===== src/rtl/tpsp_pkg.sv =====
// shared types, constants and the half-sine table for the three-phase sine pwm generator
package tpsp_pkg;

    localparam int HALF_WAVE_POINTS = 128;
    localparam int ADDR_W           = $clog2(HALF_WAVE_POINTS);
    localparam int POS_W            = ADDR_W + 1;
    localparam int AMP_FRAC         = 10;
    localparam int AMP_W            = 18;
    localparam int PSC_W            = 16;
    localparam int PSC_ACC_W        = PSC_W + AMP_FRAC;
    localparam int DUTY_W           = 8;
    localparam int CFG_INDEX_W      = 3;
    localparam int CFG_DATA_W       = 16;

    localparam logic [AMP_W-1:0]  AMP_LIMIT = AMP_W'(254 << AMP_FRAC);
    localparam logic [AMP_W-1:0]  AMP_FULL  = AMP_W'(255 << AMP_FRAC);
    localparam logic [DUTY_W-1:0] MIDPOINT  = 8'd127;
    localparam logic [POS_W-1:0]  POS_A_INIT = 8'd0;
    localparam logic [POS_W-1:0]  B_OFFSET   = 8'd85;
    localparam logic [POS_W-1:0]  C_OFFSET   = 8'd43;

    // register reset values
    localparam logic [5:0]       PHASE_STEP_RST = 6'd1;
    localparam logic [9:0]       AMP_STEP_RST   = 10'd26;
    localparam logic [PSC_W-1:0] PSC_START_RST  = 16'd80;
    localparam logic [PSC_W-1:0] PSC_FLOOR_RST  = 16'd40;
    localparam logic [9:0]       PSC_STEP_RST   = 10'd10;

    // configuration register indexes
    localparam logic [CFG_INDEX_W-1:0] CFG_PHASE_STEP = 3'd0;
    localparam logic [CFG_INDEX_W-1:0] CFG_AMP_STEP   = 3'd1;
    localparam logic [CFG_INDEX_W-1:0] CFG_PSC_START  = 3'd2;
    localparam logic [CFG_INDEX_W-1:0] CFG_PSC_FLOOR  = 3'd3;
    localparam logic [CFG_INDEX_W-1:0] CFG_PSC_STEP   = 3'd4;

    // round(128 * sin(pi * i / 128))
    localparam logic [7:0] HALF_SINE_ROM [HALF_WAVE_POINTS] = '{
          0,   3,   6,   9,  13,  16,  19,  22,  25,  28,  31,  34,  37,  40,  43,  46,
         49,  52,  55,  58,  60,  63,  66,  68,  71,  74,  76,  79,  81,  84,  86,  88,
         91,  93,  95,  97,  99, 101, 103, 105, 106, 108, 110, 111, 113, 114, 116, 117,
        118, 119, 121, 122, 122, 123, 124, 125, 126, 126, 127, 127, 127, 128, 128, 128,
        128, 128, 128, 128, 127, 127, 127, 126, 126, 125, 124, 123, 122, 122, 121, 119,
        118, 117, 116, 114, 113, 111, 110, 108, 106, 105, 103, 101,  99,  97,  95,  93,
         91,  88,  86,  84,  81,  79,  76,  74,  71,  68,  66,  63,  60,  58,  55,  52,
         49,  46,  43,  40,  37,  34,  31,  28,  25,  22,  19,  16,  13,   9,   6,   3
    };

    // one phase as seen by the duty stage
    typedef struct packed {
        logic [ADDR_W-1:0] addr;
        logic              upper;
    } phase_t;

    // contents of the stage between state update and duty computation
    typedef struct packed {
        logic [7:0]       amp;
        phase_t           ph_a;
        phase_t           ph_b;
        phase_t           ph_c;
        logic [PSC_W-1:0] prescale;
    } stage_t;

    // 127 +/- (amp * table) >> 8
    function automatic logic [DUTY_W-1:0] duty_of(input logic [7:0] amp,
                                                  input logic [7:0] tbl,
                                                  input logic       upper);
        logic [15:0]       prod;
        logic [DUTY_W-1:0] mag;
        prod = amp * tbl;
        mag  = prod[15:8];
        return upper ? (MIDPOINT + mag) : (MIDPOINT - mag);
    endfunction

endpackage


===== src/rtl/three_phase_sine_pwm_generator.sv =====
// top level of the three-phase sine pwm generator
//
// usage:
//   input channel (in_valid / in_ready, field restart): each transfer is one tick.
//   restart = 0 advances the three phases, the amplitude ramp and the prescaler
//   ramp; restart = 1 reloads the initial positions, polarities, zero amplitude
//   and psc_start, and still produces one result from that reloaded state.
//   output channel (out_valid / out_ready): one result per input transfer with
//   duty_a, duty_b, duty_c (0..254) and timer_prescale.
//   config channel (cfg_valid / cfg_ready, cfg_index, cfg_data): always ready;
//   write only while the block is idle. psc_start takes effect on reset/restart.
// pipeline: the state update is registered into the stage register at the
//   transfer edge, then table read / multiply go into the output register
//   when the stage moves on (out_valid low or out_ready high).
// throughput: one item per cycle unless the output stalls, set by the state update loop.
// reset: rst_n low clears both stage valids, loads the initial phase state and
//   the register reset values; no clearing pass, the table is constant.
// stall: while out_ready is low the output register holds; the middle stage
//   can still take one more item, after that in_ready drops.
module three_phase_sine_pwm_generator (
    input  logic                                clk,
    input  logic                                rst_n,
    input  logic                                in_valid,
    output logic                                in_ready,
    input  logic                                restart,
    output logic                                out_valid,
    input  logic                                out_ready,
    output logic [tpsp_pkg::DUTY_W-1:0]         duty_a,
    output logic [tpsp_pkg::DUTY_W-1:0]         duty_b,
    output logic [tpsp_pkg::DUTY_W-1:0]         duty_c,
    output logic [tpsp_pkg::PSC_W-1:0]          timer_prescale,
    input  logic                                cfg_valid,
    output logic                                cfg_ready,
    input  logic [tpsp_pkg::CFG_INDEX_W-1:0]    cfg_index,
    input  logic [tpsp_pkg::CFG_DATA_W-1:0]     cfg_data
);

    localparam int POS_W     = tpsp_pkg::POS_W;
    localparam int ADDR_W    = tpsp_pkg::ADDR_W;
    localparam int AMP_W     = tpsp_pkg::AMP_W;
    localparam int PSC_W     = tpsp_pkg::PSC_W;
    localparam int PSC_ACC_W = tpsp_pkg::PSC_ACC_W;
    localparam int AMP_FRAC  = tpsp_pkg::AMP_FRAC;
    localparam int DUTY_W    = tpsp_pkg::DUTY_W;

    // configuration registers
    logic [5:0]       phase_step_reg;
    logic [9:0]       amp_step_reg;
    logic [PSC_W-1:0] psc_start_reg;
    logic [PSC_W-1:0] psc_floor_reg;
    logic [9:0]       psc_step_reg;

    // generator state
    logic [POS_W-1:0]     pos_a_reg, pos_b_reg, pos_c_reg;
    logic [POS_W-1:0]     pos_a_next, pos_b_next, pos_c_next;
    logic                 half_a_reg, half_b_reg, half_c_reg;
    logic                 half_a_next, half_b_next, half_c_next;
    logic [AMP_W-1:0]     amp_acc_reg, amp_acc_next;
    logic [PSC_ACC_W-1:0] psc_acc_reg, psc_acc_next;

    // pipeline
    logic                 s1_valid_reg, s1_valid_next;
    tpsp_pkg::stage_t     s1_reg, s1_next;
    logic                 out_valid_reg, out_valid_next;
    logic [DUTY_W-1:0]    duty_a_reg, duty_b_reg, duty_c_reg;
    logic [PSC_W-1:0]     prescale_reg;

    logic in_fire, out_take, s1_move, cfg_fire;

    // tick datapath
    logic [AMP_W-1:0]     amp_sum;
    logic [PSC_ACC_W-1:0] floor_q, step_q, psc_diff;
    logic [POS_W-1:0]     pos_a_w, pos_b_w, pos_c_w;
    logic                 half_a_w, half_b_w, half_c_w;
    logic [POS_W-1:0]     step_ext;

    // ------------------------------------------------------------------
    // handshake
    // ------------------------------------------------------------------
    assign cfg_ready = 1'b1;
    assign cfg_fire  = cfg_valid && cfg_ready;
    assign out_take  = !out_valid_reg || out_ready;
    assign s1_move   = s1_valid_reg && out_take;
    assign in_ready  = !s1_valid_reg || out_take;
    assign in_fire   = in_valid && in_ready;

    assign s1_valid_next  = in_fire ? 1'b1 : (s1_move ? 1'b0 : s1_valid_reg);
    assign out_valid_next = s1_move ? 1'b1 : (out_ready ? 1'b0 : out_valid_reg);

    // ------------------------------------------------------------------
    // configuration writes
    // ------------------------------------------------------------------
    always_ff @(posedge clk or negedge rst_n)
    begin
        if (!rst_n)
        begin
            phase_step_reg <= tpsp_pkg::PHASE_STEP_RST;
            amp_step_reg   <= tpsp_pkg::AMP_STEP_RST;
            psc_start_reg  <= tpsp_pkg::PSC_START_RST;
            psc_floor_reg  <= tpsp_pkg::PSC_FLOOR_RST;
            psc_step_reg   <= tpsp_pkg::PSC_STEP_RST;
        end
        else if (cfg_fire)
        begin
            case (cfg_index)
                tpsp_pkg::CFG_PHASE_STEP: phase_step_reg <= cfg_data[5:0];
                tpsp_pkg::CFG_AMP_STEP:   amp_step_reg   <= cfg_data[9:0];
                tpsp_pkg::CFG_PSC_START:  psc_start_reg  <= cfg_data;
                tpsp_pkg::CFG_PSC_FLOOR:  psc_floor_reg  <= cfg_data;
                tpsp_pkg::CFG_PSC_STEP:   psc_step_reg   <= cfg_data[9:0];
                default: ;
            endcase
        end
    end

    // ------------------------------------------------------------------
    // tick: ramps, wraps, then position advance
    // ------------------------------------------------------------------
    assign step_ext = POS_W'(phase_step_reg);
    assign floor_q  = {psc_floor_reg, {AMP_FRAC{1'b0}}};
    assign step_q   = PSC_ACC_W'(psc_step_reg);
    assign psc_diff = psc_acc_reg - step_q;
    // cannot overflow: max 255.0 plus one step stays below 2^18
    assign amp_sum  = amp_acc_reg + AMP_W'(amp_step_reg);

    always_comb
    begin
        // phase A crossing the half wave drags B and C back into alignment
        pos_a_w  = pos_a_reg;
        pos_b_w  = pos_b_reg;
        pos_c_w  = pos_c_reg;
        half_a_w = half_a_reg;
        half_b_w = half_b_reg;
        half_c_w = half_c_reg;
        if (pos_a_reg[POS_W-1])
        begin
            pos_a_w  = {1'b0, pos_a_reg[ADDR_W-1:0]};
            half_a_w = !half_a_reg;
            half_b_w = !half_a_reg;
            half_c_w = half_a_reg;
            pos_b_w  = {1'b0, pos_a_reg[ADDR_W-1:0]} + tpsp_pkg::B_OFFSET;
            pos_c_w  = {1'b0, pos_a_reg[ADDR_W-1:0]} + tpsp_pkg::C_OFFSET;
        end
        else
        begin
            if (pos_b_reg[POS_W-1])
            begin
                pos_b_w  = {1'b0, pos_b_reg[ADDR_W-1:0]};
                half_b_w = !half_b_reg;
            end
            if (pos_c_reg[POS_W-1])
            begin
                pos_c_w  = {1'b0, pos_c_reg[ADDR_W-1:0]};
                half_c_w = !half_c_reg;
            end
        end
    end

    always_comb
    begin
        pos_a_next   = pos_a_reg;
        pos_b_next   = pos_b_reg;
        pos_c_next   = pos_c_reg;
        half_a_next  = half_a_reg;
        half_b_next  = half_b_reg;
        half_c_next  = half_c_reg;
        amp_acc_next = amp_acc_reg;
        psc_acc_next = psc_acc_reg;
        s1_next      = s1_reg;
        if (in_fire)
        begin
            if (restart)
            begin
                // initial state; result is built from it and the positions stay put
                pos_a_next   = tpsp_pkg::POS_A_INIT;
                pos_b_next   = tpsp_pkg::B_OFFSET;
                pos_c_next   = tpsp_pkg::C_OFFSET;
                half_a_next  = 1'b1;
                half_b_next  = 1'b1;
                half_c_next  = 1'b0;
                amp_acc_next = '0;
                psc_acc_next = {psc_start_reg, {AMP_FRAC{1'b0}}};
                s1_next.amp           = '0;
                s1_next.ph_a.addr     = tpsp_pkg::POS_A_INIT[ADDR_W-1:0];
                s1_next.ph_a.upper    = 1'b1;
                s1_next.ph_b.addr     = tpsp_pkg::B_OFFSET[ADDR_W-1:0];
                s1_next.ph_b.upper    = 1'b1;
                s1_next.ph_c.addr     = tpsp_pkg::C_OFFSET[ADDR_W-1:0];
                s1_next.ph_c.upper    = 1'b0;
                s1_next.prescale      = psc_start_reg;
            end
            else
            begin
                // amplitude ramp snaps to full scale past 254.0
                amp_acc_next = (amp_sum > tpsp_pkg::AMP_LIMIT) ? tpsp_pkg::AMP_FULL
                                                                : amp_sum;
                // prescaler ramp clamps at the floor, also on underflow
                if ((psc_acc_reg < step_q) || (psc_diff < floor_q))
                    psc_acc_next = floor_q;
                else
                    psc_acc_next = psc_diff;

                half_a_next = half_a_w;
                half_b_next = half_b_w;
                half_c_next = half_c_w;
                pos_a_next  = pos_a_w + step_ext;
                pos_b_next  = pos_b_w + step_ext;
                pos_c_next  = pos_c_w + step_ext;

                s1_next.amp        = amp_acc_next[AMP_W-1:AMP_FRAC];
                s1_next.ph_a.addr  = pos_a_w[ADDR_W-1:0];
                s1_next.ph_a.upper = half_a_w;
                s1_next.ph_b.addr  = pos_b_w[ADDR_W-1:0];
                s1_next.ph_b.upper = half_b_w;
                s1_next.ph_c.addr  = pos_c_w[ADDR_W-1:0];
                s1_next.ph_c.upper = half_c_w;
                s1_next.prescale   = psc_acc_next[PSC_ACC_W-1:AMP_FRAC];
            end
        end
    end

    always_ff @(posedge clk or negedge rst_n)
    begin
        if (!rst_n)
        begin
            pos_a_reg     <= tpsp_pkg::POS_A_INIT;
            pos_b_reg     <= tpsp_pkg::B_OFFSET;
            pos_c_reg     <= tpsp_pkg::C_OFFSET;
            half_a_reg    <= 1'b1;
            half_b_reg    <= 1'b1;
            half_c_reg    <= 1'b0;
            amp_acc_reg   <= '0;
            psc_acc_reg   <= {tpsp_pkg::PSC_START_RST, {AMP_FRAC{1'b0}}};
            s1_valid_reg  <= 1'b0;
            out_valid_reg <= 1'b0;
        end
        else
        begin
            pos_a_reg     <= pos_a_next;
            pos_b_reg     <= pos_b_next;
            pos_c_reg     <= pos_c_next;
            half_a_reg    <= half_a_next;
            half_b_reg    <= half_b_next;
            half_c_reg    <= half_c_next;
            amp_acc_reg   <= amp_acc_next;
            psc_acc_reg   <= psc_acc_next;
            s1_valid_reg  <= s1_valid_next;
            out_valid_reg <= out_valid_next;
        end
    end

    // ------------------------------------------------------------------
    // stage payload and duty stage: table read, multiply, offset
    // ------------------------------------------------------------------
    always_ff @(posedge clk)
    begin
        s1_reg <= s1_next;
        if (s1_move)
        begin
            duty_a_reg   <= tpsp_pkg::duty_of(s1_reg.amp,
                                tpsp_pkg::HALF_SINE_ROM[s1_reg.ph_a.addr], s1_reg.ph_a.upper);
            duty_b_reg   <= tpsp_pkg::duty_of(s1_reg.amp,
                                tpsp_pkg::HALF_SINE_ROM[s1_reg.ph_b.addr], s1_reg.ph_b.upper);
            duty_c_reg   <= tpsp_pkg::duty_of(s1_reg.amp,
                                tpsp_pkg::HALF_SINE_ROM[s1_reg.ph_c.addr], s1_reg.ph_c.upper);
            prescale_reg <= s1_reg.prescale;
        end
    end

    assign out_valid      = out_valid_reg;
    assign duty_a         = duty_a_reg;
    assign duty_b         = duty_b_reg;
    assign duty_c         = duty_c_reg;
    assign timer_prescale = prescale_reg;

    // ------------------------------------------------------------------
    // assertions
    // ------------------------------------------------------------------
    // amplitude never exceeds full scale
    assert property (@(posedge clk) disable iff (!rst_n)
        amp_acc_reg <= tpsp_pkg::AMP_FULL)
        else $error("amplitude accumulator above full scale");

    // a restart transfer always carries zero amplitude into the duty stage
    assert property (@(posedge clk) disable iff (!rst_n)
        (in_fire && restart) |=> (s1_valid_reg && s1_reg.amp == '0))
        else $error("restart did not clear the staged amplitude");

    // a tick leaves the prescaler at or above the floor
    assert property (@(posedge clk) disable iff (!rst_n)
        (in_fire && !restart && !cfg_fire)
            |=> (psc_acc_reg >= {psc_floor_reg, {AMP_FRAC{1'b0}}}))
        else $error("prescaler below floor after a tick");

    // duties stay inside 0..254
    assert property (@(posedge clk) disable iff (!rst_n)
        out_valid_reg |-> (duty_a_reg != 8'hFF && duty_b_reg != 8'hFF
                           && duty_c_reg != 8'hFF))
        else $error("duty out of range");

endmodule

===== config.mk =====
export PLATFORM = sky130hd
export DESIGN_NAME = three_phase_sine_pwm_generator
export DESIGN_NICKNAME = d
export VERILOG_FILES = /design/src/rtl/tpsp_pkg.sv /design/src/rtl/three_phase_sine_pwm_generator.sv
export SDC_FILE = /design/constraint.sdc
export NUM_CORES = 1
export LEC_CHECK = 0
export ABC_CLOCK_PERIOD_IN_PS = 9100
export BUFFER_PORTS_ARGS = -buffer_cell sky130_fd_sc_hd__buf_2
export CELL_PAD_IN_SITES_DETAIL_PLACEMENT = 0
export CELL_PAD_IN_SITES_GLOBAL_PLACEMENT = 1
export CORE_ASPECT_RATIO = 1.75
export CORE_MARGIN = 3
export CORE_UTILIZATION = 35
export CTS_CLUSTER_DIAMETER = 60
export DETAILED_ROUTE_END_ITERATION = 6
export PLACE_DENSITY = 0.67
export SYNTH_ARGS = -nofsm -noshare
export SYNTH_HDL_FRONTEND = slang
export SYNTH_SLANG_ARGS = --single-unit

===== constraint.sdc =====
create_clock -name clk -period 9.1 [get_ports clk]
set_input_delay 1.82 -clock clk [delete_from_list [all_inputs] [get_ports clk]]
set_output_delay 1.82 -clock clk [all_outputs]
set_load 0.02 [all_outputs]

== After elaboration in Yosys (flattened, before gate mapping) ==
Memories as Yosys holds them, arrays and structs flattened.
Cells that the tools add are included.
Cells by class
  add/subtract/negate cells: 13
  $mul: 3
  order comparisons: 6
  eq/ne operators: 4
  mux-type cells: 31
  bitwise operators: 3
  reduce and logical (&&, ||, !) cells: 18
Operators by type and width (count)
  $mux W8: 14
  $mux W26: 2
  $mul A8 B8 Y16: 3
  $mux W18: 2
  $lt A26 B10 Y1: 1
  $lt A26 B26 Y1: 1
  $sub A26 B10 Y26: 1
  $add A7 B8 Y8 const A: 3
  $ge A8 B8 Y1 const B: 3
  $not A7 Y8: 3
  $sub A7 B8 Y8 const A: 3
  $add A18 B10 Y18: 1
  $gt A18 B18 Y1 const B: 1
  $add A8 B6 Y8: 2
  $mux W16: 1
  $mux W1: 12
  $reduce_and A2 Y1: 5
  $add A7 B6 Y8: 1
  $add A7 B6 Y8 const B: 1
  $add A7 B7 Y8 const B: 1
  $eq A3 B2 Y1 const B: 2
  $logic_not A1 Y1: 5
  $reduce_bool A2 Y1: 2
  $eq A3 B1 Y1 const B: 1
  other kinds (4): 7
Storage, ports and cells
  bits in registers: 219
  memory bits (read-only): 3072
  input bits: 25
  output and inout port bits: 43
  logic and storage cells: 108
  memories kept: 3
Memories
  (no name shown): depth 128, bits a word 8, rd ports 1, clocked after memory_dff 0, wr ports 0, RTL line three_phase_sine_pwm_generator.sv:265  | tpsp_pkg::HALF_SINE_ROM[s1_reg.ph_c.addr], s1_reg.ph_c.upper);
  (no name shown): depth 128, bits a word 8, rd ports 1, clocked after memory_dff 0, wr ports 0, RTL line three_phase_sine_pwm_generator.sv:263  | tpsp_pkg::HALF_SINE_ROM[s1_reg.ph_b.addr], s1_reg.ph_b.upper);
  (no name shown): depth 128, bits a word 8, rd ports 1, clocked after memory_dff 0, wr ports 0, RTL line three_phase_sine_pwm_generator.sv:261  | tpsp_pkg::HALF_SINE_ROM[s1_reg.ph_a.addr], s1_reg.ph_a.upper);

== Logic depth before layout (Yosys ltp) ==
Gate-level depths: netlist of run 1.
  depth in word-level cells: 7
  depth in mapped cells: 32
  depth with buffers taken out: 30

== Worst setup path after synthesis of run 1 ==
Ideal clock, no wire load.
  kind: register -> register
  start: reg s1_reg[17] in the netlist's numbering
  end: reg duty_c_reg[7] (netlist: duty_c[7]), data pin
  arrival time: 6.921 ns
  path slack: 1.921 ns
  stages on the path, launching flop included: 31
  buffers on the path: 2
  clock period less this slack: 7.179 ns
  cells stage by stage: edfxtp_1 -> clkbuf_1 -> inv_1 -> ha_1 -> clkbuf_2 -> nor2b_1 -> nor3_1 -> a211oi_1 -> a211oi_1 -> a21oi_1 -> nor2_1 -> a311oi_1 -> nor2_1 -> fa_1 -> inv_1 -> fa_1 -> inv_1 -> fa_1 -> fa_1 -> ha_1 -> a21o_1 -> a21oi_1 -> o211ai_1 -> a21o_1 -> and2_1 -> a31o_4 -> a311o_1 -> a211oi_2 -> o311a_1 -> nand3_1 -> xnor2_1
On the way
  cells in the longest elaborated chain, start to end: 7
  elaborated cells between the ends (all ways): 8
  those cells by class: add/sub (2); mul (1); mux (3); bitwise (1); memory (1)
RTL lines
  start: declaration: RTL line three_phase_sine_pwm_generator.sv:63  | tpsp_pkg::stage_t s1_reg, s1_next;
  start signal: assignment: RTL line three_phase_sine_pwm_generator.sv:257  | s1_reg <= s1_next;
  $not A7 Y8 (not written as such) *: RTL line three_phase_sine_pwm_generator.sv:265
  $mem_v2 Z128 W8 *
  $mux W8 (not written as such) * (2 in series): RTL line three_phase_sine_pwm_generator.sv:265
  $mul A8 B8 Y16 *: RTL line tpsp_pkg.sv:69  | prod = amp * tbl;
  $sub A7 B8 Y8 / $add A7 B8 Y8 (equally long branches): RTL line tpsp_pkg.sv:71  | return upper ? (MIDPOINT + mag) : (MIDPOINT - mag);
  $mux W8 *: RTL line tpsp_pkg.sv:71
  end signal: assignment: RTL line three_phase_sine_pwm_generator.sv:264  | duty_c_reg <= tpsp_pkg::duty_of(s1_reg.amp,
  end: declaration: RTL line three_phase_sine_pwm_generator.sv:65  | logic [DUTY_W-1:0] duty_a_reg, duty_b_reg, duty_c_reg;
Mark *: on every way between the ends. The rest lies on a longest branch, timed or not. The select of a mux whose other input is x is not followed.
A chain may end at the register's enable or synchronous reset.

== Worst setup path after layout of run 1 ==
  start: reg s1_reg[26] in the netlist's numbering
  end: reg duty_b_reg[4] (netlist: duty_b[4]), data pin
On the way
  cells in the longest elaborated chain, start to end: 7
  elaborated cells between the ends (all ways): 8
  those cells by class: add/sub (2); mul (1); mux (3); bitwise (1); memory (1)
RTL lines
  $not A7 Y8 (not written as such) *: RTL line three_phase_sine_pwm_generator.sv:263
  $mem_v2 Z128 W8 *
  $mux W8 (not written as such) * (2 in series): RTL line three_phase_sine_pwm_generator.sv:263
  $mul A8 B8 Y16 *: RTL line tpsp_pkg.sv:69
  $sub A7 B8 Y8 / $add A7 B8 Y8 (equally long branches): RTL line tpsp_pkg.sv:71
  $mux W8 *: RTL line tpsp_pkg.sv:71
  end signal: assignment: RTL line three_phase_sine_pwm_generator.sv:262  | duty_b_reg <= tpsp_pkg::duty_of(s1_reg.amp,
  end: declaration: RTL line three_phase_sine_pwm_generator.sv:65
Marked as above.

==> results_tabular.tex, run 1 <==
\begin{tabular}{lr}
\hline
Metric & Value \\
\hline
\multicolumn{2}{l}{\textbf{Cells and area}} \\
Number of nets at the end of the flow & 2,628 \\
Util after Layout & 38.3\% \\
Area occupied by registers & 5950 um\^{}2 \\
Growth of design area from synthesis to finish & 8.15\% \\
Finished layout cell area & 22,800 um\^{}2 \\
Filler instances & 6,088 \\
Max reg flops & 48 \\
Area of combinational cells with multiple inputs & 13,700 um\^{}2 \\
Diodes inserted & 0 \\
Share of cells above drive strength 1 & 11.1\% \\
Fin cells & 3,103 \\
\multicolumn{2}{l}{\textbf{Synthesis}} \\
Cell accounting for the most synthesized area & sky130\_fd\_sc\_hd\_\_dfrtp\_1 \\
Total of flip-flops plus latches after synthesis & 219 \\
Cells after Synth & 2,318 \\
Syn avg cell area & 9.08 um\^{}2 \\
Dominant register cell in the synthesized netlist & sky130\_fd\_sc\_hd\_\_dfrtp\_1 \\
Most area-consuming cells after synthesis & sky130\_fd\_sc\_hd\_\_dfrtp\_1, sky130\_fd\_sc\_hd\_\_edfxtp\_1, sky130\_fd\_sc\_hd\_\_ha\_1, sky130\_fd\_sc\_hd\_\_fa\_1, sky130\_fd\_sc\_hd\_\_inv\_1 \\
Register area share after synthesis & 28.3\% \\
Number of flops mapped to enable cells by yosys & 88 \\
Synth warnings & 0 \\
Number of unique standard cell types used by synthesis & 98 \\
Post-synth top area share & 13.0\% \\
Netlist area before placement & 21,000 um\^{}2 \\
Async set-or-reset flop fraction in the synthesized netlist & 59.8\% \\
Synthesized netlist net count & 2,640 \\
\multicolumn{2}{l}{\textbf{Route}} \\
Post-detailed-route count of antenna-violating nets & 0 \\
Length of routed met3 wiring & 1690 um \\
Uppermost routed layer & met4 \\
Vias per std cell & 5.40 \\
DRT Pass-1 Iters & 5 \\
Met2 wire length & 30,800 um \\
Total number of vias & 16,800 \\
Average wire per cell in the routed design & 18.0 um \\
Violation count after the first detailed-route iteration & 853 \\
DRC violation count after routing & 0 \\
Detailed-route wire length on metal 1 & 21,000 um \\
Post-Route WL & 55,700 um \\
\multicolumn{2}{l}{\textbf{Clock network}} \\
Post-CTS setup-driven buffer insertion count & 0 \\
TritonCTS clock tree & done \\
Clock latency on the worst-skew pair & 0.57 ns \\
Clock tree root buffer cell & sky130\_fd\_sc\_hd\_\_clkbuf\_16 \\
Hold bufs inserted after CTS & 0 \\
H-tree lvl count & 1 \\
Clock sink count & 219 \\
Clock Pin Slew Worst Setup and Hold Paths & 0.06 ns \\
Maximum number of buffers from clock root to sink & 3 \\
Number of cells upsized or downsized after cts & 0 \\
TritonCTS buffer count & 23 \\
\multicolumn{2}{l}{\textbf{Timing}} \\
Final setup fails & 0 \\
Crit share post-route & 86.7\% \\
Final critical delay including setup and external delays & 7.89 ns \\
Setup repair after global routing missed its margin & false \\
Final setup margin & 1.21 ns \\
Peak Freq & 127 MHz \\
Worst-Margin Slew & 1.07 ns \\
Worst slew margin & 28.4\% \\
Summed negative setup slack over all endpoints & 0 ns \\
Post-route worst hold slack & 0.423 ns \\
Total count of max-transition violations in the final report & 0 \\
Final Hold Viols & 0 \\
Post-route clock skew & 0.0300 ns \\
\multicolumn{2}{l}{\textbf{Floorplan}} \\
Number of cell rows & 118 \\
Die width & 191 um \\
Area of the placeable core & 59,400 um\^{}2 \\
Initial standard-cell utilization of the core & 35.5\% \\
Die Ht & 330 um \\
Ports & 68 \\
Total Die Area & 63,200 um\^{}2 \\
\multicolumn{2}{l}{\textbf{Worst setup path}} \\
CP max-delay cell & sky130\_fd\_sc\_hd\_\_a211oi\_1 \\
Category of the most critical setup path & flop to flop \\
Type of element capturing the critical path & flop \\
Critical-path maximum fanout & 15 \\
Arrival @ worst endpoint & 8.17 ns \\
Data required, critical path & 9.38 ns \\
Internal reg-to-reg setup slack & 1.21 ns \\
Highest cell delay on the worst timing path & 0.72 ns \\
Startpoint types & flop \\
Largest delay share family, worst path & adder cells \\
Cell with the most instances on the worst path & sky130\_fd\_sc\_hd\_\_nor2\_1 \\
Total buffers and inverters traversed by the critical path & 3 \\
\multicolumn{2}{l}{\textbf{Run}} \\
\# Max-Cap Violations & 0 \\
\multicolumn{2}{l}{\textbf{Min path}} \\
Type of the tightest min-delay check & flop to flop \\
\multicolumn{2}{l}{\textbf{Power}} \\
Pwr Density & 357 nW/um\^{}2 \\
Worst VDD drop & 0.000261 V \\
Power, Total & 8.14 mW \\
Standby leakage power & 10.2 nW \\
\multicolumn{2}{l}{\textbf{Placed design}} \\
Detailed Place HPWL & 42,700 um \\
Post-placement cell count & 3,061 \\
Placer congestion estimate & 0.912 \\
Cell area after placement & 22,000 um\^{}2 \\
Worst setup slack after placement & 1.23 ns \\
Buffers on Ports & 66 \\
\multicolumn{2}{l}{\textbf{Global routing}} \\
Initial antenna violation count & 0 \\
Number of global-route vias before repair & 17,300 \\
Grt total ovfl & 0 \\
Overall track demand over capacity in global routing & 17.8\% \\
Wire length of the first global-routing pass & 91,100 um \\
Largest net degree at the start of global routing & 78 \\
\multicolumn{2}{l}{\textbf{Status}} \\
Status & finished, final reports clean \\
\hline
\end{tabular}
==> path summary, 6_finish.rpt <==
check / startpoint / end / depth (start not counted)
max in group asynchronous: rst_n / out_valid / 2
max: s1_reg[26] / duty_b[4] / 26
min reg2reg: s1_reg[8] / timer_prescale[8] / 0
max reg2reg: s1_reg[26] / duty_b[4] / 26
min in group asynchronous: rst_n / psc_acc_reg[2] / 1
min: s1_reg[8] / timer_prescale[8] / 0
==> area by class of cell <==
type                       instances  share of cell area [%]
clock buffer                      27                    2.64
clock inverter                    15                   0.671
inverter                         219                    3.62
multi-input combinational       1751                    60.3
sequential                       219                    26.1
tap                              780                    4.29
timing repair buffer              92                    2.34
==> per-layer routing <==
layer	track usage, %	vias to the layer above
met3	1.72	140
met2	34.8	366
met5	0	-
met4	7.41	0
li1	-	8063
met1	19.2	8185
==> cells in the mapped netlist (all sizes together), types with 16 or more instances <==
master and count:
or3 16, xor2 48, edfxtp 88, dfstp 22, o21ai 152, a211oi 23
a31oi 22, a21o 36, nand3 20, clkbuf 91, a311oi 18, xnor2 56
nor2b 50, mux2i 29, ha 187, nor3 35, mux2 68, nor2 197
nand2b 43, fa 110, a21oi 125, nand2 185, buf 38, o211ai 21
o31ai 16, dfrtp 109, and2 77, inv 213
==> cell families after synthesis <==
kind of cell	share of synthesized area, %
adder cells (fa/ha/maj)	21.7
multiplexers	5.77
flip-flops	28.3
AO/OA/AOI/OAI	17.0
other	0.0178
buffers and inverters	6.52
AND/OR/NAND/NOR	16.4
XOR/XNOR	4.33
==> placed cells by master, fill, tap and decap left out, types with 34 or more instances in the layout <==
cell type / count
sky130_fd_sc_hd__dfrtp_1: 109
sky130_fd_sc_hd__nor3_1: 34
sky130_fd_sc_hd__ha_1: 187
sky130_fd_sc_hd__and2_1: 76
sky130_fd_sc_hd__edfxtp_1: 88
sky130_fd_sc_hd__xor2_1: 48
sky130_fd_sc_hd__nand2b_1: 42
sky130_fd_sc_hd__mux2_2: 68
sky130_fd_sc_hd__nand2_1: 183
sky130_fd_sc_hd__o21ai_0: 143
sky130_fd_sc_hd__nor2_1: 196
sky130_fd_sc_hd__fa_1: 110
sky130_fd_sc_hd__buf_2: 65
sky130_fd_sc_hd__nor2b_1: 50
sky130_fd_sc_hd__xnor2_1: 56
sky130_fd_sc_hd__a21o_1: 36
sky130_fd_sc_hd__inv_1: 211
sky130_fd_sc_hd__a21oi_1: 124
==> report_power, final <==
part           leakage (nW)  internal, mW  switching, mW
clock                 0.369         0.536          0.422
sequential             2.44          1.50          0.252
combinational          7.38          2.31           3.12
total                  10.2          4.35           3.79
(Power assumes the default switching activity.)
==> run 2: changes to the inputs <==
==> constraint.sdc (replaced) <==
create_clock -name clk -period 9.1 [get_ports clk]
set_input_delay 0.455 -clock clk [delete_from_list [all_inputs] [get_ports clk]]
set_output_delay 0.455 -clock clk [all_outputs]
set_load 0.02 [all_outputs]
==> results_tabular.tex, run 2 (synthesized netlist as in run 1, its figures left out) <==
\begin{tabular}{lr}
\hline
Metric & Value \\
\hline
\multicolumn{2}{l}{\textbf{Status}} \\
Status & finished, final reports clean \\
\multicolumn{2}{l}{\textbf{Global routing}} \\
Number of global-route vias before repair & 17,300 \\
Overall track demand over capacity in global routing & 17.8\% \\
Initial antenna violation count & 0 \\
Largest net degree at the start of global routing & 78 \\
Grt total ovfl & 0 \\
Wire length of the first global-routing pass & 91,100 um \\
\multicolumn{2}{l}{\textbf{Cells and area}} \\
Number of nets at the end of the flow & 2,629 \\
Leading cell types in the layout, fill and taps excluded & sky130\_fd\_sc\_hd\_\_inv\_1, sky130\_fd\_sc\_hd\_\_nor2\_1, sky130\_fd\_sc\_hd\_\_ha\_1 \\
Growth of design area from synthesis to finish & 8.20\% \\
Max reg flops & 48 \\
Fin cells & 3,104 \\
Util after Layout & 38.4\% \\
Leading cell type in the layout, fill and taps excluded & sky130\_fd\_sc\_hd\_\_inv\_1 \\
Diodes inserted & 0 \\
Share of cells above drive strength 1 & 11.1\% \\
\multicolumn{2}{l}{\textbf{Worst setup path}} \\
Cell with the most instances on the worst path & sky130\_fd\_sc\_hd\_\_nor2\_1 \\
Data required, critical path & 9.39 ns \\
Critical-path maximum fanout & 15 \\
Largest delay share family, worst path & adder cells \\
CP max-delay cell & sky130\_fd\_sc\_hd\_\_a211oi\_1 \\
Type of element capturing the critical path & flop \\
Startpoint types & flop \\
Category of the most critical setup path & flop to flop \\
Highest cell delay on the worst timing path & 0.73 ns \\
Total buffers and inverters traversed by the critical path & 3 \\
Arrival @ worst endpoint & 8.19 ns \\
\multicolumn{2}{l}{\textbf{Timing}} \\
Summed negative setup slack over all endpoints & 0 ns \\
Final critical delay including setup and external delays & 7.90 ns \\
Post-route clock skew & 0.0310 ns \\
Total count of max-transition violations in the final report & 0 \\
Worst slew margin & 29.8\% \\
Peak Freq & 127 MHz \\
Final setup fails & 0 \\
Setup repair after global routing missed its margin & false \\
Final Hold Viols & 0 \\
Final setup margin & 1.20 ns \\
Worst-Margin Slew & 1.05 ns \\
Crit share post-route & 86.8\% \\
\multicolumn{2}{l}{\textbf{Placed design}} \\
Buffers on Ports & 66 \\
Detailed Place HPWL & 42,700 um \\
Worst setup slack after placement & 1.23 ns \\
Placer congestion estimate & 0.912 \\
Post-placement cell count & 3,061 \\
\multicolumn{2}{l}{\textbf{Floorplan}} \\
Number of cell rows & 118 \\
Die width & 191 um \\
Total Die Area & 63,200 um\^{}2 \\
Die Ht & 330 um \\
Area of the placeable core & 59,400 um\^{}2 \\
Ports & 68 \\
Initial standard-cell utilization of the core & 35.5\% \\
\multicolumn{2}{l}{\textbf{Min path}} \\
Type of the tightest min-delay check & primary input to flop \\
\multicolumn{2}{l}{\textbf{Route}} \\
DRC violation count after routing & 0 \\
Total number of vias & 16,800 \\
Met2 wire length & 30,800 um \\
Post-Route WL & 55,700 um \\
Violation count after the first detailed-route iteration & 821 \\
Average wire per cell in the routed design & 18.0 um \\
Post-detailed-route count of antenna-violating nets & 0 \\
Detailed-route wire length on metal 1 & 21,000 um \\
Uppermost routed layer & met4 \\
Length of routed met3 wiring & 1720 um \\
DRT Pass-1 Iters & 5 \\
Vias per std cell & 5.40 \\
\multicolumn{2}{l}{\textbf{Power}} \\
Worst VDD drop & 0.000261 V \\
Pwr Density & 357 nW/um\^{}2 \\
Power, Total & 8.14 mW \\
Standby leakage power & 10.2 nW \\
\multicolumn{2}{l}{\textbf{Clock network}} \\
Maximum number of buffers from clock root to sink & 3 \\
TritonCTS buffer count & 23 \\
Clock latency on the worst-skew pair & 0.57 ns \\
TritonCTS clock tree & done \\
Clock sink count & 219 \\
Clock Pin Slew Worst Setup and Hold Paths & 0.06 ns \\
Clock tree root buffer cell & sky130\_fd\_sc\_hd\_\_clkbuf\_16 \\
H-tree lvl count & 1 \\
Number of cells upsized or downsized after cts & 0 \\
\multicolumn{2}{l}{\textbf{Run}} \\
\# Max-Cap Violations & 0 \\
\hline
\end{tabular}
run 2: cell types whose count changed in the layout (fill, tap and decap cells not counted):
cell / before / now
sky130_fd_sc_hd__dlygate4sd3_1: 0 / 1
run 2: final timing paths:
path                             from                 to  slack [ns]  cells after the start
max reg2reg                s1_reg[26]          duty_b[4]        1.20                     26
min                          in_valid       s1_valid_reg        0.11                      2
max                        s1_reg[26]          duty_b[4]        1.20                     26
max in group asynchronous       rst_n          out_valid        7.21                      3
min reg2reg                 s1_reg[8]  timer_prescale[8]        0.42                      0
min in group asynchronous       rst_n     psc_acc_reg[2]        0.44                      2
run 2: worst register-to-register path, stage by stage (launching register included):
cell and delay [ns]:
sky130_fd_sc_hd__edfxtp_1 0.68, sky130_fd_sc_hd__inv_1 0.29, sky130_fd_sc_hd__ha_1 0.48, sky130_fd_sc_hd__nor2_1 0.18, sky130_fd_sc_hd__a21oi_1 0.06, sky130_fd_sc_hd__mux4_2 0.49, sky130_fd_sc_hd__nor2_1 0.10, sky130_fd_sc_hd__a211oi_1 0.07
sky130_fd_sc_hd__a211oi_1 0.73, sky130_fd_sc_hd__nor2_1 0.12, sky130_fd_sc_hd__fa_1 0.53, sky130_fd_sc_hd__fa_1 0.43, sky130_fd_sc_hd__fa_1 0.54, sky130_fd_sc_hd__inv_1 0.05, sky130_fd_sc_hd__fa_1 0.52, sky130_fd_sc_hd__inv_1 0.04
sky130_fd_sc_hd__ha_1 0.41, sky130_fd_sc_hd__nor2_1 0.09, sky130_fd_sc_hd__a31oi_1 0.14, sky130_fd_sc_hd__o21ai_0 0.14, sky130_fd_sc_hd__a311oi_1 0.41, sky130_fd_sc_hd__ha_1 0.32, sky130_fd_sc_hd__nor4b_1 0.26, sky130_fd_sc_hd__nor2_1 0.10
sky130_fd_sc_hd__o22a_1 0.17, sky130_fd_sc_hd__o21ai_0 0.19, sky130_fd_sc_hd__xor2_1 0.09
run 2: per-stage QoR:
step | hold WS [ns] | area (um^2)
5_1_grt | 0.0920 | 22800
2_1_floorplan | 0.159 | 21000
4_1_cts | 0.0628 | 22800
6_report | 0.108 | 22800
3_5_place_dp | 0.408 | 22000
3_3_place_gp | 0.404 | 22000
run 2: metal layers:
metal / GRT usage, % / vias up
li1: - / 8069
met1: 19.2 / 8184
met2: 34.8 / 378
met3: 1.72 / 141
met4: 7.41 / 0
met5: 0 / -
run 2: layout make-up:
class	instances	area, um^2
clock buffers	27	601
clock inverters	15	153
fillers	6087	36600
inverters	219	823
multi-input cells	1751	13700
flip-flops and latches	219	5950
well taps	780	976
repair buffers	93	542
run 2: timing repair:
| action | 4_1_cts | 5_1_grt |
|---|---|---|
| setup buffers | 0 | 0 |
| endpoints found under the hold margin | 43 | 0 |
| hold buffers | 1 | 0 |
run 2: where the power goes:
group | internal [mW] | leakage (nW) | switching, mW | total, mW
clock | 0.536 | 0.369 | 0.423 | 0.958
combinational | 2.31 | 7.38 | 3.12 | 5.43
sequential | 1.50 | 2.44 | 0.251 | 1.75
total | 4.35 | 10.2 | 3.79 | 8.14
==> run 3: changes to the inputs <==
- CAP_MARGIN: not set -> 0
- RECOVER_POWER: not set -> 25
==> results_tabular.tex, run 3 (synthesized netlist as in run 1, its figures left out) <==
\begin{tabular}{lr}
\hline
Metric & Value \\
\hline
\multicolumn{2}{l}{\textbf{Status}} \\
Status & complete, but fails checks \\
Violations in the final reports & capacitance limit, slew limit \\
\multicolumn{2}{l}{\textbf{Cells and area}} \\
Diodes inserted & 0 \\
Number of nets at the end of the flow & 2,629 \\
Leading cell type in the layout, fill and taps excluded & sky130\_fd\_sc\_hd\_\_inv\_1 \\
Share of cells above drive strength 1 & 10.8\% \\
Max reg flops & 48 \\
Leading cell types in the layout, fill and taps excluded & sky130\_fd\_sc\_hd\_\_inv\_1, sky130\_fd\_sc\_hd\_\_nor2\_1, sky130\_fd\_sc\_hd\_\_ha\_1 \\
Fin cells & 3,104 \\
Growth of design area from synthesis to finish & 8.09\% \\
\multicolumn{2}{l}{\textbf{Clock network}} \\
Clock sink count & 219 \\
Maximum number of buffers from clock root to sink & 3 \\
H-tree lvl count & 1 \\
Clock tree root buffer cell & sky130\_fd\_sc\_hd\_\_clkbuf\_16 \\
Post-CTS setup-driven buffer insertion count & 0 \\
TritonCTS clock tree & done \\
Number of cells upsized or downsized after cts & 0 \\
TritonCTS buffer count & 23 \\
Hold bufs inserted after CTS & 1 \\
Clock latency on the worst-skew pair & 0.57 ns \\
Clock Pin Slew Worst Setup and Hold Paths & 0.06 ns \\
\multicolumn{2}{l}{\textbf{Route}} \\
Violation count after the first detailed-route iteration & 850 \\
Vias per std cell & 5.41 \\
DRC violation count after routing & 0 \\
DRT Pass-1 Iters & 5 \\
Total number of vias & 16,800 \\
Average wire per cell in the routed design & 18.0 um \\
Post-Route WL & 55,700 um \\
Post-detailed-route count of antenna-violating nets & 0 \\
\multicolumn{2}{l}{\textbf{Floorplan}} \\
Die Ht & 330 um \\
Area of the placeable core & 59,400 um\^{}2 \\
Ports & 68 \\
Initial standard-cell utilization of the core & 35.5\% \\
Total Die Area & 63,200 um\^{}2 \\
Die width & 191 um \\
Number of cell rows & 118 \\
\multicolumn{2}{l}{\textbf{Worst setup path}} \\
CP max-delay cell & sky130\_fd\_sc\_hd\_\_a211oi\_1 \\
Highest cell delay on the worst timing path & 0.72 ns \\
Cell with the most instances on the worst path & sky130\_fd\_sc\_hd\_\_nor2\_1 \\
Largest delay share family, worst path & adder cells \\
Critical Path Start & s1\_reg[26] \\
Critical-path maximum fanout & 15 \\
Category of the most critical setup path & flop to flop \\
Total buffers and inverters traversed by the critical path & 3 \\
Launch instance of the worst register-to-register path & s1\_reg[26] \\
Type of element capturing the critical path & flop \\
Startpoint types & flop \\
Data required, critical path & 9.39 ns \\
Arrival @ worst endpoint & 8.18 ns \\
\multicolumn{2}{l}{\textbf{Power}} \\
Power, Total & 8.13 mW \\
Standby leakage power & 10.2 nW \\
Switching power total & 3.79 mW \\
Proportion of power drawn by flip-flops and latches & 21.5\% \\
Internal power & 4.34 mW \\
Fraction of power consumed by combinational cells & 66.7\% \\
Switching share of total power & 46.6\% \\
Relative contribution of the clock network to total power & 11.8\% \\
Pwr Density & 358 nW/um\^{}2 \\
Worst VDD drop & 0.000261 V \\
\multicolumn{2}{l}{\textbf{Timing}} \\
Summed negative setup slack over all endpoints & 0 ns \\
Crit share post-route & 86.7\% \\
Final setup fails & 0 \\
Setup repair after global routing missed its margin & false \\
Final critical delay including setup and external delays & 7.89 ns \\
Worst-Margin Slew & 3.10 ns \\
Final Hold Viols & 0 \\
Total count of max-transition violations in the final report & 118 \\
Post-route clock skew & 0.0293 ns \\
Peak Freq & 127 MHz \\
Worst slew margin & -107\% \\
\multicolumn{2}{l}{\textbf{Min path}} \\
Worst hold start & in\_valid \\
Type of the tightest min-delay check & primary input to flop \\
\multicolumn{2}{l}{\textbf{Placed design}} \\
Placer congestion estimate & 0.912 \\
Detailed Place HPWL & 42,700 um \\
Buffers on Ports & 66 \\
Post-placement cell count & 3,061 \\
\multicolumn{2}{l}{\textbf{Global routing}} \\
Overall track demand over capacity in global routing & 17.8\% \\
Number of global-route vias before repair & 17,300 \\
Largest net degree at the start of global routing & 78 \\
Wire length of the first global-routing pass & 91,100 um \\
Initial antenna violation count & 0 \\
Grt total ovfl & 0 \\
\multicolumn{2}{l}{\textbf{Run}} \\
\# Max-Cap Violations & 2 \\
\hline
\end{tabular}
==> run 3: cell count changes in the layout (fill, tap and decap cells not counted) <==
cell and delta:
sky130_fd_sc_hd__clkbuf_1 +6, sky130_fd_sc_hd__buf_6 -1, sky130_fd_sc_hd__buf_2 -2, sky130_fd_sc_hd__and2_0 +1, sky130_fd_sc_hd__and2_2 -1, sky130_fd_sc_hd__buf_4 -3
==> run 3: through the flow <==
step | util [%] | setup WS, ns | instance area, um^2 | hold WS (ns)
finish | 38.3 | 1.21 | 22700 | 0.110
global route | 38.3 | 0.470 | 22700 | 0.0920
CTS | 38.4 | 1.21 | 22800 | 0.0628
detailed placement | 37.1 | 1.23 | 22000 | 0.408
global placement | 37.1 | 1.43 | 22000 | 0.404
floorplan | - | 1.92 | 21000 | 0.159
==> run 3: worst paths after layout <==
path | to | slack, ns | cells past startpoint
min | s1_valid_reg | 0.11 | 2
max in group asynchronous | out_valid | 5.29 | 3
max | duty_b[4] | 1.21 | 26
min in group asynchronous | psc_step_reg[2] | 1.47 | 2
min reg2reg | timer_prescale[8] | 0.42 | 0
max reg2reg | duty_b[4] | 1.21 | 26
==> run 3: layout make-up <==
class | count | area, um^2
clock buffer | 27 | 601
clock inverter | 15 | 153
fill | 6086 | 36600
inverter | 219 | 823
multi-input combinational | 1751 | 13700
sequential | 219 | 5950
tap | 780 | 976
timing repair buffer | 93 | 520
==> run 3: worst register-to-register path, delay by kind of cell (launching register included) <==
kind            cells  cell delay (ns)
fa+ha+maj           7             3.23
compound gates      8             1.89
simple gates        6             0.86
flops               1             0.69
mux                 1             0.49
buf+inv             3             0.38
xor+xnor            1             0.09
==> run 3: layer usage <==
layer  vias to the layer above  GRT usage, %  routed length (um)  share of wire, %
li1                       8075             -                   -                 -
met1                      8177          19.2               20800                37
met2                       393          34.8               30900                55
met3                       135          1.72                1820               3.3
met4                         0          7.41                2240               4.0
met5                         -             0                   0                 0
==> run 3: power by group through the flow <==
stage,Clock (mW),Combinational [mW],Sequential (mW)
final,0.960,5.42,1.75
after CTS,1.00,5.50,1.75
after global routing,1.04,6.26,1.79
after detailed placement,0,5.45,1.77
after global placement,0,5.37,1.76
after floorplan,0,4.25,1.73
